`src/rtl/hsvg_pkg.sv`:
```
// shared types and constants for the hsv to grb pixel converter
package hsvg_pkg;

    localparam int HUE_W = 9;
    localparam int CHAN_W = 8;
    localparam int GRB_W = 3 * CHAN_W;
    localparam int ANGLE_W = 6;
    localparam int PROD_W = 2 * CHAN_W;
    localparam int NUM_W = 22;

    typedef logic [HUE_W-1:0]   hue_t;
    typedef logic [CHAN_W-1:0]  chan_t;
    typedef logic [GRB_W-1:0]   grb_t;
    typedef logic [ANGLE_W-1:0] angle_t;
    typedef logic [PROD_W-1:0]  prod_t;
    typedef logic [NUM_W-1:0]   num_t;

    localparam int HUE_FULL = 360;
    localparam int HSV_SCALE = 255;
    localparam int HSV_SECTOR = 60;
    localparam int MID_DEN = HSV_SCALE * HSV_SECTOR;

    // reciprocal of the scale, with a 16-bit shift, for the 8-bit low channel estimate
    localparam int LOW_RECIP = 257;
    localparam int LOW_SHIFT = 16;

    // reciprocal of 15300 for the x channel estimate, never above the exact quotient
    localparam int MID_SHIFT = 32;
    localparam logic [31:0] MID_RECIP = 32'((64'd1 << MID_SHIFT) / MID_DEN);

    typedef enum logic [2:0] {
        SECTOR_RED_YEL,
        SECTOR_YEL_GRN,
        SECTOR_GRN_CYN,
        SECTOR_CYN_BLU,
        SECTOR_BLU_MAG,
        SECTOR_MAG_RED
    } sector_t;

endpackage

```
`src/rtl/hsv_pixel_if.sv`:
```
// valid/ready channel carrying one hsv pixel
interface hsv_pixel_if import hsvg_pkg::*; ();
    logic  valid;
    logic  ready;
    hue_t  hue;
    chan_t saturation;
    chan_t brightness;

    modport source (output valid, hue, saturation, brightness, input ready);
    modport sink (input valid, hue, saturation, brightness, output ready);
endinterface

```
`src/rtl/grb_pixel_if.sv`:
```
// valid/ready channel carrying one converted grb pixel
interface grb_pixel_if import hsvg_pkg::*; ();
    logic  valid;
    logic  ready;
    chan_t red;
    chan_t green;
    chan_t blue;
    grb_t  grb_word;

    modport source (output valid, red, green, blue, grb_word, input ready);
    modport sink (input valid, red, green, blue, grb_word, output ready);
endinterface

```
`src/rtl/hsv_to_grb_pixel.sv`:
```
// hsv to grb pixel converter, four-stage pipeline
//
// usage:
//   pix_in carries one hsv pixel per transaction: hue in whole degrees
//   (codes 360..511 wrap once by 360), saturation and brightness as 8-bit
//   fractions of 255. pix_out carries red, green, blue and the packed
//   grb word (green 23:16, red 15:8, blue 7:0), one per input transaction.
// throughput: one pixel per cycle; a new transaction is taken every cycle
//   while the output side keeps up.
// pipeline stages, in order from input transaction to output valid:
//   stage 1: hue wrap, sector pick, hue distance, v*s and v*(255-s)
//   stage 2: x channel numerator, low channel reciprocal estimate
//   stage 3: x channel reciprocal estimate, low channel correction
//   stage 4: x channel correction and channel routing (output register)
// reset: all stage valid bits clear, the pipe is empty, pix_in.ready high.
// stall: each stage holds while the one after it is full and stalled, so a
//   stall on pix_out backs up one stage at a time; when all four stages
//   are full pix_in.ready drops. no transaction is lost or repeated.
module hsv_to_grb_pixel import hsvg_pkg::*; (
    input  logic         clk,
    input  logic         rst_n,
    hsv_pixel_if.sink    pix_in,
    grb_pixel_if.source  pix_out
);

    // per-stage valid bits and stage advance enables
    logic s1_valid_reg, s2_valid_reg, s3_valid_reg, s4_valid_reg;
    logic s1_ready, s2_ready, s3_ready, s4_ready;

    // stage 1 registers
    sector_t s1_sector_reg, s1_sector_next;
    angle_t  s1_dist_reg, s1_dist_next;
    prod_t   s1_vs_reg, s1_vs_next;
    prod_t   s1_vns_reg, s1_vns_next;
    chan_t   s1_top_reg;

    // stage 2 registers
    sector_t s2_sector_reg;
    num_t    s2_num_reg, s2_num_next;
    prod_t   s2_vns_reg;
    chan_t   s2_low_est_reg, s2_low_est_next;
    chan_t   s2_top_reg;

    // stage 3 registers
    sector_t s3_sector_reg;
    num_t    s3_num_reg;
    chan_t   s3_mid_est_reg, s3_mid_est_next;
    chan_t   s3_low_reg, s3_low_next;
    chan_t   s3_top_reg;

    // stage 4 output registers
    chan_t   s4_red_reg, s4_red_next;
    chan_t   s4_green_reg, s4_green_next;
    chan_t   s4_blue_reg, s4_blue_next;

    // a stage advances when it is empty or its successor advances
    assign s4_ready = !s4_valid_reg || pix_out.ready;
    assign s3_ready = !s3_valid_reg || s4_ready;
    assign s2_ready = !s2_valid_reg || s3_ready;
    assign s1_ready = !s1_valid_reg || s2_ready;
    assign pix_in.ready = s1_ready;

    always_ff @(posedge clk or negedge rst_n)
    begin
        if (!rst_n)
        begin
            s1_valid_reg <= 1'b0;
            s2_valid_reg <= 1'b0;
            s3_valid_reg <= 1'b0;
            s4_valid_reg <= 1'b0;
        end
        else
        begin
            if (s1_ready)
            begin
                s1_valid_reg <= pix_in.valid;
            end
            if (s2_ready)
            begin
                s2_valid_reg <= s1_valid_reg;
            end
            if (s3_ready)
            begin
                s3_valid_reg <= s2_valid_reg;
            end
            if (s4_ready)
            begin
                s4_valid_reg <= s3_valid_reg;
            end
        end
    end

    // stage 1: wrap hue, find the 60-degree sector and distance from the nearest odd multiple of 60 degrees
    always_comb
    begin
        hue_t hue_w;
        hue_w = pix_in.hue;
        if (pix_in.hue >= hue_t'(HUE_FULL))
        begin
            hue_w = pix_in.hue - hue_t'(HUE_FULL);
        end

        // d = |hue mod 120 - 60|
        if (hue_w < hue_t'(HSV_SECTOR))
        begin
            s1_sector_next = SECTOR_RED_YEL;
            s1_dist_next   = angle_t'(hue_t'(HSV_SECTOR) - hue_w);
        end
        else if (hue_w < hue_t'(2 * HSV_SECTOR))
        begin
            s1_sector_next = SECTOR_YEL_GRN;
            s1_dist_next   = angle_t'(hue_w - hue_t'(HSV_SECTOR));
        end
        else if (hue_w < hue_t'(3 * HSV_SECTOR))
        begin
            s1_sector_next = SECTOR_GRN_CYN;
            s1_dist_next   = angle_t'(hue_t'(3 * HSV_SECTOR) - hue_w);
        end
        else if (hue_w < hue_t'(4 * HSV_SECTOR))
        begin
            s1_sector_next = SECTOR_CYN_BLU;
            s1_dist_next   = angle_t'(hue_w - hue_t'(3 * HSV_SECTOR));
        end
        else if (hue_w < hue_t'(5 * HSV_SECTOR))
        begin
            s1_sector_next = SECTOR_BLU_MAG;
            s1_dist_next   = angle_t'(hue_t'(5 * HSV_SECTOR) - hue_w);
        end
        else
        begin
            s1_sector_next = SECTOR_MAG_RED;
            s1_dist_next   = angle_t'(hue_w - hue_t'(5 * HSV_SECTOR));
        end

        // chroma product and the grey part v*(255-s)
        s1_vs_next  = prod_t'(pix_in.brightness) * prod_t'(pix_in.saturation);
        s1_vns_next = prod_t'(pix_in.brightness)
                    * prod_t'(chan_t'(HSV_SCALE) - pix_in.saturation);
    end

    always_ff @(posedge clk)
    begin
        if (s1_ready)
        begin
            s1_sector_reg <= s1_sector_next;
            s1_dist_reg   <= s1_dist_next;
            s1_vs_reg     <= s1_vs_next;
            s1_vns_reg    <= s1_vns_next;
            s1_top_reg    <= pix_in.brightness;
        end
    end

    // stage 2: x numerator v*s*(60-d) + 60*v*(255-s), below 2^22
    always_comb
    begin
        logic [23:0] low_scaled;
        s2_num_next = num_t'(s1_vs_reg) * num_t'(angle_t'(HSV_SECTOR) - s1_dist_reg)
                    + num_t'(s1_vns_reg) * num_t'(HSV_SECTOR);
        // floor(vns*257/65536) is the quotient by 255 or one below it
        low_scaled      = 24'(s1_vns_reg) * 24'(LOW_RECIP);
        s2_low_est_next = chan_t'(low_scaled >> LOW_SHIFT);
    end

    always_ff @(posedge clk)
    begin
        if (s2_ready)
        begin
            s2_sector_reg  <= s1_sector_reg;
            s2_num_reg     <= s2_num_next;
            s2_vns_reg     <= s1_vns_reg;
            s2_low_est_reg <= s2_low_est_next;
            s2_top_reg     <= s1_top_reg;
        end
    end

    // stage 3: x quotient estimate, low channel remainder correction
    always_comb
    begin
        logic [53:0] mid_scaled;
        prod_t       low_rem;
        mid_scaled      = 54'(s2_num_reg) * 54'(MID_RECIP);
        s3_mid_est_next = mid_scaled[MID_SHIFT +: CHAN_W];

        low_rem = s2_vns_reg - prod_t'(s2_low_est_reg) * prod_t'(HSV_SCALE);
        s3_low_next = s2_low_est_reg;
        if (low_rem >= prod_t'(HSV_SCALE))
        begin
            s3_low_next = s2_low_est_reg + chan_t'(1);
        end
    end

    always_ff @(posedge clk)
    begin
        if (s3_ready)
        begin
            s3_sector_reg  <= s2_sector_reg;
            s3_num_reg     <= s2_num_reg;
            s3_mid_est_reg <= s3_mid_est_next;
            s3_low_reg     <= s3_low_next;
            s3_top_reg     <= s2_top_reg;
        end
    end

    // stage 4: x quotient correction and routing of max / x / low by sector
    always_comb
    begin
        num_t  mid_rem;
        chan_t mid;
        mid_rem = s3_num_reg - num_t'(s3_mid_est_reg) * num_t'(MID_DEN);
        mid = s3_mid_est_reg;
        if (mid_rem >= num_t'(MID_DEN))
        begin
            mid = s3_mid_est_reg + chan_t'(1);
        end

        case (s3_sector_reg)
            SECTOR_RED_YEL:
            begin
                s4_red_next   = s3_top_reg;
                s4_green_next = mid;
                s4_blue_next  = s3_low_reg;
            end
            SECTOR_YEL_GRN:
            begin
                s4_red_next   = mid;
                s4_green_next = s3_top_reg;
                s4_blue_next  = s3_low_reg;
            end
            SECTOR_GRN_CYN:
            begin
                s4_red_next   = s3_low_reg;
                s4_green_next = s3_top_reg;
                s4_blue_next  = mid;
            end
            SECTOR_CYN_BLU:
            begin
                s4_red_next   = s3_low_reg;
                s4_green_next = mid;
                s4_blue_next  = s3_top_reg;
            end
            SECTOR_BLU_MAG:
            begin
                s4_red_next   = mid;
                s4_green_next = s3_low_reg;
                s4_blue_next  = s3_top_reg;
            end
            default:
            begin
                s4_red_next   = s3_top_reg;
                s4_green_next = s3_low_reg;
                s4_blue_next  = mid;
            end
        endcase
    end

    always_ff @(posedge clk)
    begin
        if (s4_ready)
        begin
            s4_red_reg   <= s4_red_next;
            s4_green_reg <= s4_green_next;
            s4_blue_reg  <= s4_blue_next;
        end
    end

    assign pix_out.valid    = s4_valid_reg;
    assign pix_out.red      = s4_red_reg;
    assign pix_out.green    = s4_green_reg;
    assign pix_out.blue     = s4_blue_reg;
    assign pix_out.grb_word = {s4_green_reg, s4_red_reg, s4_blue_reg};

endmodule
```
`src/flat_wrapper.sv`:
```
// flat-port wrapper written by rule: the top's interface ports become plain ports
module hsv_to_grb_pixel_flat import hsvg_pkg::*;
  (clk, rst_n, pix_in_valid, pix_in_hue, pix_in_saturation, pix_in_brightness, pix_in_ready, pix_out_valid, pix_out_red, pix_out_green, pix_out_blue, pix_out_grb_word, pix_out_ready);
  hsv_pixel_if pix_in_i ();
  grb_pixel_if pix_out_i ();
  input  logic clk;
  input  logic rst_n;
  input wire logic [$bits(pix_in_i.valid)-1:0] pix_in_valid;
  input wire logic [$bits(pix_in_i.hue)-1:0] pix_in_hue;
  input wire logic [$bits(pix_in_i.saturation)-1:0] pix_in_saturation;
  input wire logic [$bits(pix_in_i.brightness)-1:0] pix_in_brightness;
  output wire logic [$bits(pix_in_i.ready)-1:0] pix_in_ready;
  output wire logic [$bits(pix_out_i.valid)-1:0] pix_out_valid;
  output wire logic [$bits(pix_out_i.red)-1:0] pix_out_red;
  output wire logic [$bits(pix_out_i.green)-1:0] pix_out_green;
  output wire logic [$bits(pix_out_i.blue)-1:0] pix_out_blue;
  output wire logic [$bits(pix_out_i.grb_word)-1:0] pix_out_grb_word;
  input wire logic [$bits(pix_out_i.ready)-1:0] pix_out_ready;
  assign pix_in_i.valid = pix_in_valid;
  assign pix_in_i.hue = pix_in_hue;
  assign pix_in_i.saturation = pix_in_saturation;
  assign pix_in_i.brightness = pix_in_brightness;
  assign pix_in_ready = pix_in_i.ready;
  assign pix_out_valid = pix_out_i.valid;
  assign pix_out_red = pix_out_i.red;
  assign pix_out_green = pix_out_i.green;
  assign pix_out_blue = pix_out_i.blue;
  assign pix_out_grb_word = pix_out_i.grb_word;
  assign pix_out_i.ready = pix_out_ready;
  hsv_to_grb_pixel u_core (.clk(clk), .rst_n(rst_n), .pix_in(pix_in_i), .pix_out(pix_out_i));
endmodule
```
`config.mk`:
```
export PLATFORM = sky130hd
export DESIGN_NAME = hsv_to_grb_pixel_flat
export DESIGN_NICKNAME = d
export VERILOG_FILES = /design/src/rtl/hsvg_pkg.sv /design/src/rtl/hsv_pixel_if.sv /design/src/rtl/grb_pixel_if.sv /design/src/rtl/hsv_to_grb_pixel.sv /design/src/flat_wrapper.sv
export SDC_FILE = /design/constraint.sdc
export NUM_CORES = 1
export LEC_CHECK = 0
export ABC_AREA = 1
export BUFFER_PORTS_ARGS = -buffer_cell sky130_fd_sc_hd__buf_2
export CAP_MARGIN = 10
export CORE_MARGIN = 8
export CORE_UTILIZATION = 45
export DETAILED_ROUTE_END_ITERATION = 6
export GPL_TIMING_DRIVEN = 0
export PLACE_DENSITY_LB_ADDON = 0.08
export SYNTH_ARGS = -nofsm -noshare
export SYNTH_HDL_FRONTEND = slang
export SYNTH_SLANG_ARGS = --single-unit
```
`constraint.sdc`:
```
create_clock -name clk -period 20 [get_ports clk]
set_input_delay 4 -clock clk [delete_from_list [all_inputs] [get_ports clk]]
set_output_delay 4 -clock clk [all_outputs]
set_load 0.01 [all_outputs]
```
==> results.md <==
* **outcome** finished, final reports clean
* **drt drc** 0
* **net count reported at finish** 4250
* **post-layout utilization of the core** 0.486
* **maximum number of pins on one net before global-route repair** 44
* **Worst-Margin Slew** 1040 ps
* **leading area contributor after synthesis** fa_1
* **number of clock sinks seen by CTS** 181
* **ratio of cells with drive above 1 in the final layout** 0.0611
* **overall overflow remaining after global route** 0
* **detailed-routing iteration count for the pre-antenna-repair pass** 7
* **vias in the first global route** 22.0k
* **GR Util met3** 0.0278
* **CTS Root Buffer Type** clkbuf_16
* **final WL** 69100 um
* **met1 demand-to-capacity share in global routing** 0.255
* **FFs w/ async S/R, synth** 0.0221
* **maximum clock path buffer count** 2
* **total global-route track usage** 0.191
* **die boundary width** 270 um
* **net count of the mapped netlist** 4150
* **Worst slew margin** 0.303
* **number of warning messages in the yosys log** 0
* **maximum fanout along the worst path** 26
* **HPWL after DPL** 60100 um
* **Port Buffer Count** 77
* **ratio of routed vias to standard cells** 4.96
* **startpoint of the worst-slack reg-to-reg timing path** u_core.s1_dist_reg[0]$_DFFE_PP_
* **highest clock rate** 101 MHz
* **number of library cell types mapped by synthesis** 57
* **clock network latency to the later pin of the worst-skew pair** 480 ps
* **Hold Path Depth** 0
* **antenna violations before repair** 3
* **endpoint class of the critical path** output port
* **area share of the largest cell type after synthesis** 0.262
* **Chip Height** 270 um
* **number of routed nets with antenna violations** 0
* **min cycle time layout** 9880 ps
* **post-synthesis cell area** 0.0289 mm2
* **clock skew after layout** 14.4 ps
* **cts bufs inserted** 17
* **min-delay src** u_core.s1_top_reg[0]$_DFFE_PP_
* **count of cells along the worst register-to-register path** 28
* **global placement routability congestion** 0.896
* **Cells after Synth** 3308
* **routed via count** 21.2k
* **final-report setup violation count** 0
* **top cells by area, synth** fa_1 (26%), ha_1 (19%), edfxtp_1 (18%)
* **flip-flop count of the largest register, all copies and words added** 22
* **worst reg-to-reg setup slack** 11570 ps
* **Hold Vio Cnt, Final** 0
* **worst min-delay path class** reg2reg
* **number of storage elements in the synthesis netlist** 181
* **deepest level of the CTS H-tree** 4
* **final total negative setup slack** 0 ps
* **setup repair after global routing missed its margin** false
* **critical setup path kind** in2out
* **data required time at the worst endpoint** 16000 ps
* **TritonCTS clock tree** yes
* **post-route fraction of the period consumed by the critical path** 0.494
* **number of gates resized after CTS** 0
* **sequential share of the synthesized area** 0.187
* **Die Area** 0.0727 mm2
* **Setup crit start** pix_out_ready
* **number of max-capacitance violations reported** 0
* **global-route wire length before repair** 113000 um
* **count of antenna diodes in the layout** 0
* **average cell area after synthesis** 8.75 um2
* **total setup buffers inserted after CTS** 0
* **number of pins with negative max-slew slack in the final report** 0
* **# IOs** 79
* **total core area** 0.0640 mm2
* **count of flip-flops with a built-in enable after synthesis** 177
* **predominant post-synthesis flop cell** edfxtp_1
* **number of buffers inserted by hold repair at cts** 0
* **clock slew at the register clock pins of the worst setup and hold paths** 80 ps
* **signal arrival time at the worst endpoint** 5880 ps
* **global routing met2 resource utilization** 0.334
* **number of placement rows** 93
* **Area growth, synth to finish** 7.48%
* **peak-usage layer in the global routing report** met2
* **average detailed-routed wire length per instance** 16.2 um
* **effective utilization at floorplan** 0.452
* **DRT iter0 DRCs** 1081
* **nature of the critical path startpoint** input pin
## stage by stage
stage          cells  instance area, um2  hold slack, ps  setup WS [ps]
3_3_place_gp    4240               30400             405           7300
3_5_place_dp    4244               30500             406          10070
4_1_cts         4276               31100             426          10060
6_report        4276               31100             424          10120
5_1_grt         4276               31100             431           9900
2_1_floorplan   3308               28900             400           9060
## layout by cell type, fill, tap and decap left out, types with 4 or more instances in the layout
cell type  count
inv_1        801
nand2_1      638
ha_1         435
fa_1         378
nor2_1       178
edfxtp_1     177
a21oi_1      139
nand3_1      123
xor2_1        79
buf_2         77
o21ai_0       47
xnor2_1       45
nand4_1       31
buf_4         24
clkbuf_1      23
nor3_1        17
nand2_2       17
clkbuf_16     17
a21o_1        16
nor2_2        16
a22oi_1        9
inv_2          9
a211oi_1       8
o21bai_1       8
clkinv_8       8
nand3b_1       7
a31oi_1        6
nand3_2        6
o21ai_1        6
o211ai_1       5
o21a_1         5
dfrtp_1        4
## cells by family after synthesis
logic type	after synthesis	synth area share
and+or+nand+nor	1059	0.155
muxes	1	0.000346
AOI/OAI and AO/OA	269	0.0546
buffers and inverters	860	0.115
adders and majority gates	813	0.450
DFF	181	0.187
xor gates and xnor gates	125	0.0381
## per-layer routing
metal / vias to the layer above / wire (um)
met5: - / 0
li1: 10500 / -
met1: 10300 / 31500
met2: 391 / 34200
met3: 46 / 2730
met4: 0 / 712
## final cells by class
cell class | instances | area [um2]
flip-flops and latches | 181 | 5420
inverters | 813 | 3050
plain buffers | 47 | 267
clock buffers | 17 | 425
fillers | 6259 | 32900
clock inverters | 15 | 204
multi-input cells | 2267 | 20200
well taps | 855 | 1070
repair buffers | 81 | 460
## path summary, 6_finish.rpt
| kind | end |
|---|---|
| max reg2reg | u_core.s2_num_reg[19]$_DFFE_PP_ |
| max | pix_in_ready |
| max in group asynchronous | u_core.s2_valid_reg$_DFFE_PN0P_ |
| min | u_core.s2_top_reg[0]$_DFFE_PP_ |
| min in group asynchronous | u_core.s1_valid_reg$_DFFE_PN0P_ |
| min reg2reg | u_core.s2_top_reg[0]$_DFFE_PP_ |
## critical path: stages
cell     delay [ps]
buf_2            70
nor2_1           30
inv_1           740
nor2_1          120
inv_2           230
nor2_1          110
nand2_2         350
buf_2           220
## cells in the mapped netlist (3+ instances only)
cell type / number
inv_1: 803
nand2_1: 639
ha_1: 435
fa_1: 378
nor2_1: 179
edfxtp_1: 177
a21oi_1: 139
nand3_1: 123
xor2_1: 79
o21ai_0: 47
xnor2_1: 45
nand4_1: 31
buf_4: 24
clkbuf_1: 23
nor3_1: 17
a21o_1: 16
nand2_2: 16
nor2_2: 15
a22oi_1: 9
a211oi_1: 8
o21bai_1: 8
inv_2: 7
nand3b_1: 7
a31oi_1: 6
nand3_2: 6
o21ai_1: 6
o211ai_1: 5
o21a_1: 5
dfrtp_1: 4
and2_1: 3
clkinv_1: 3
nor3_2: 3
nor4_1: 3
o2111ai_1: 3
o31ai_1: 3
or2_2: 3
Power is left out: the tool's default activity adds up to more than one toggle a clock period on the data nets, which glitch-free logic cannot reach.
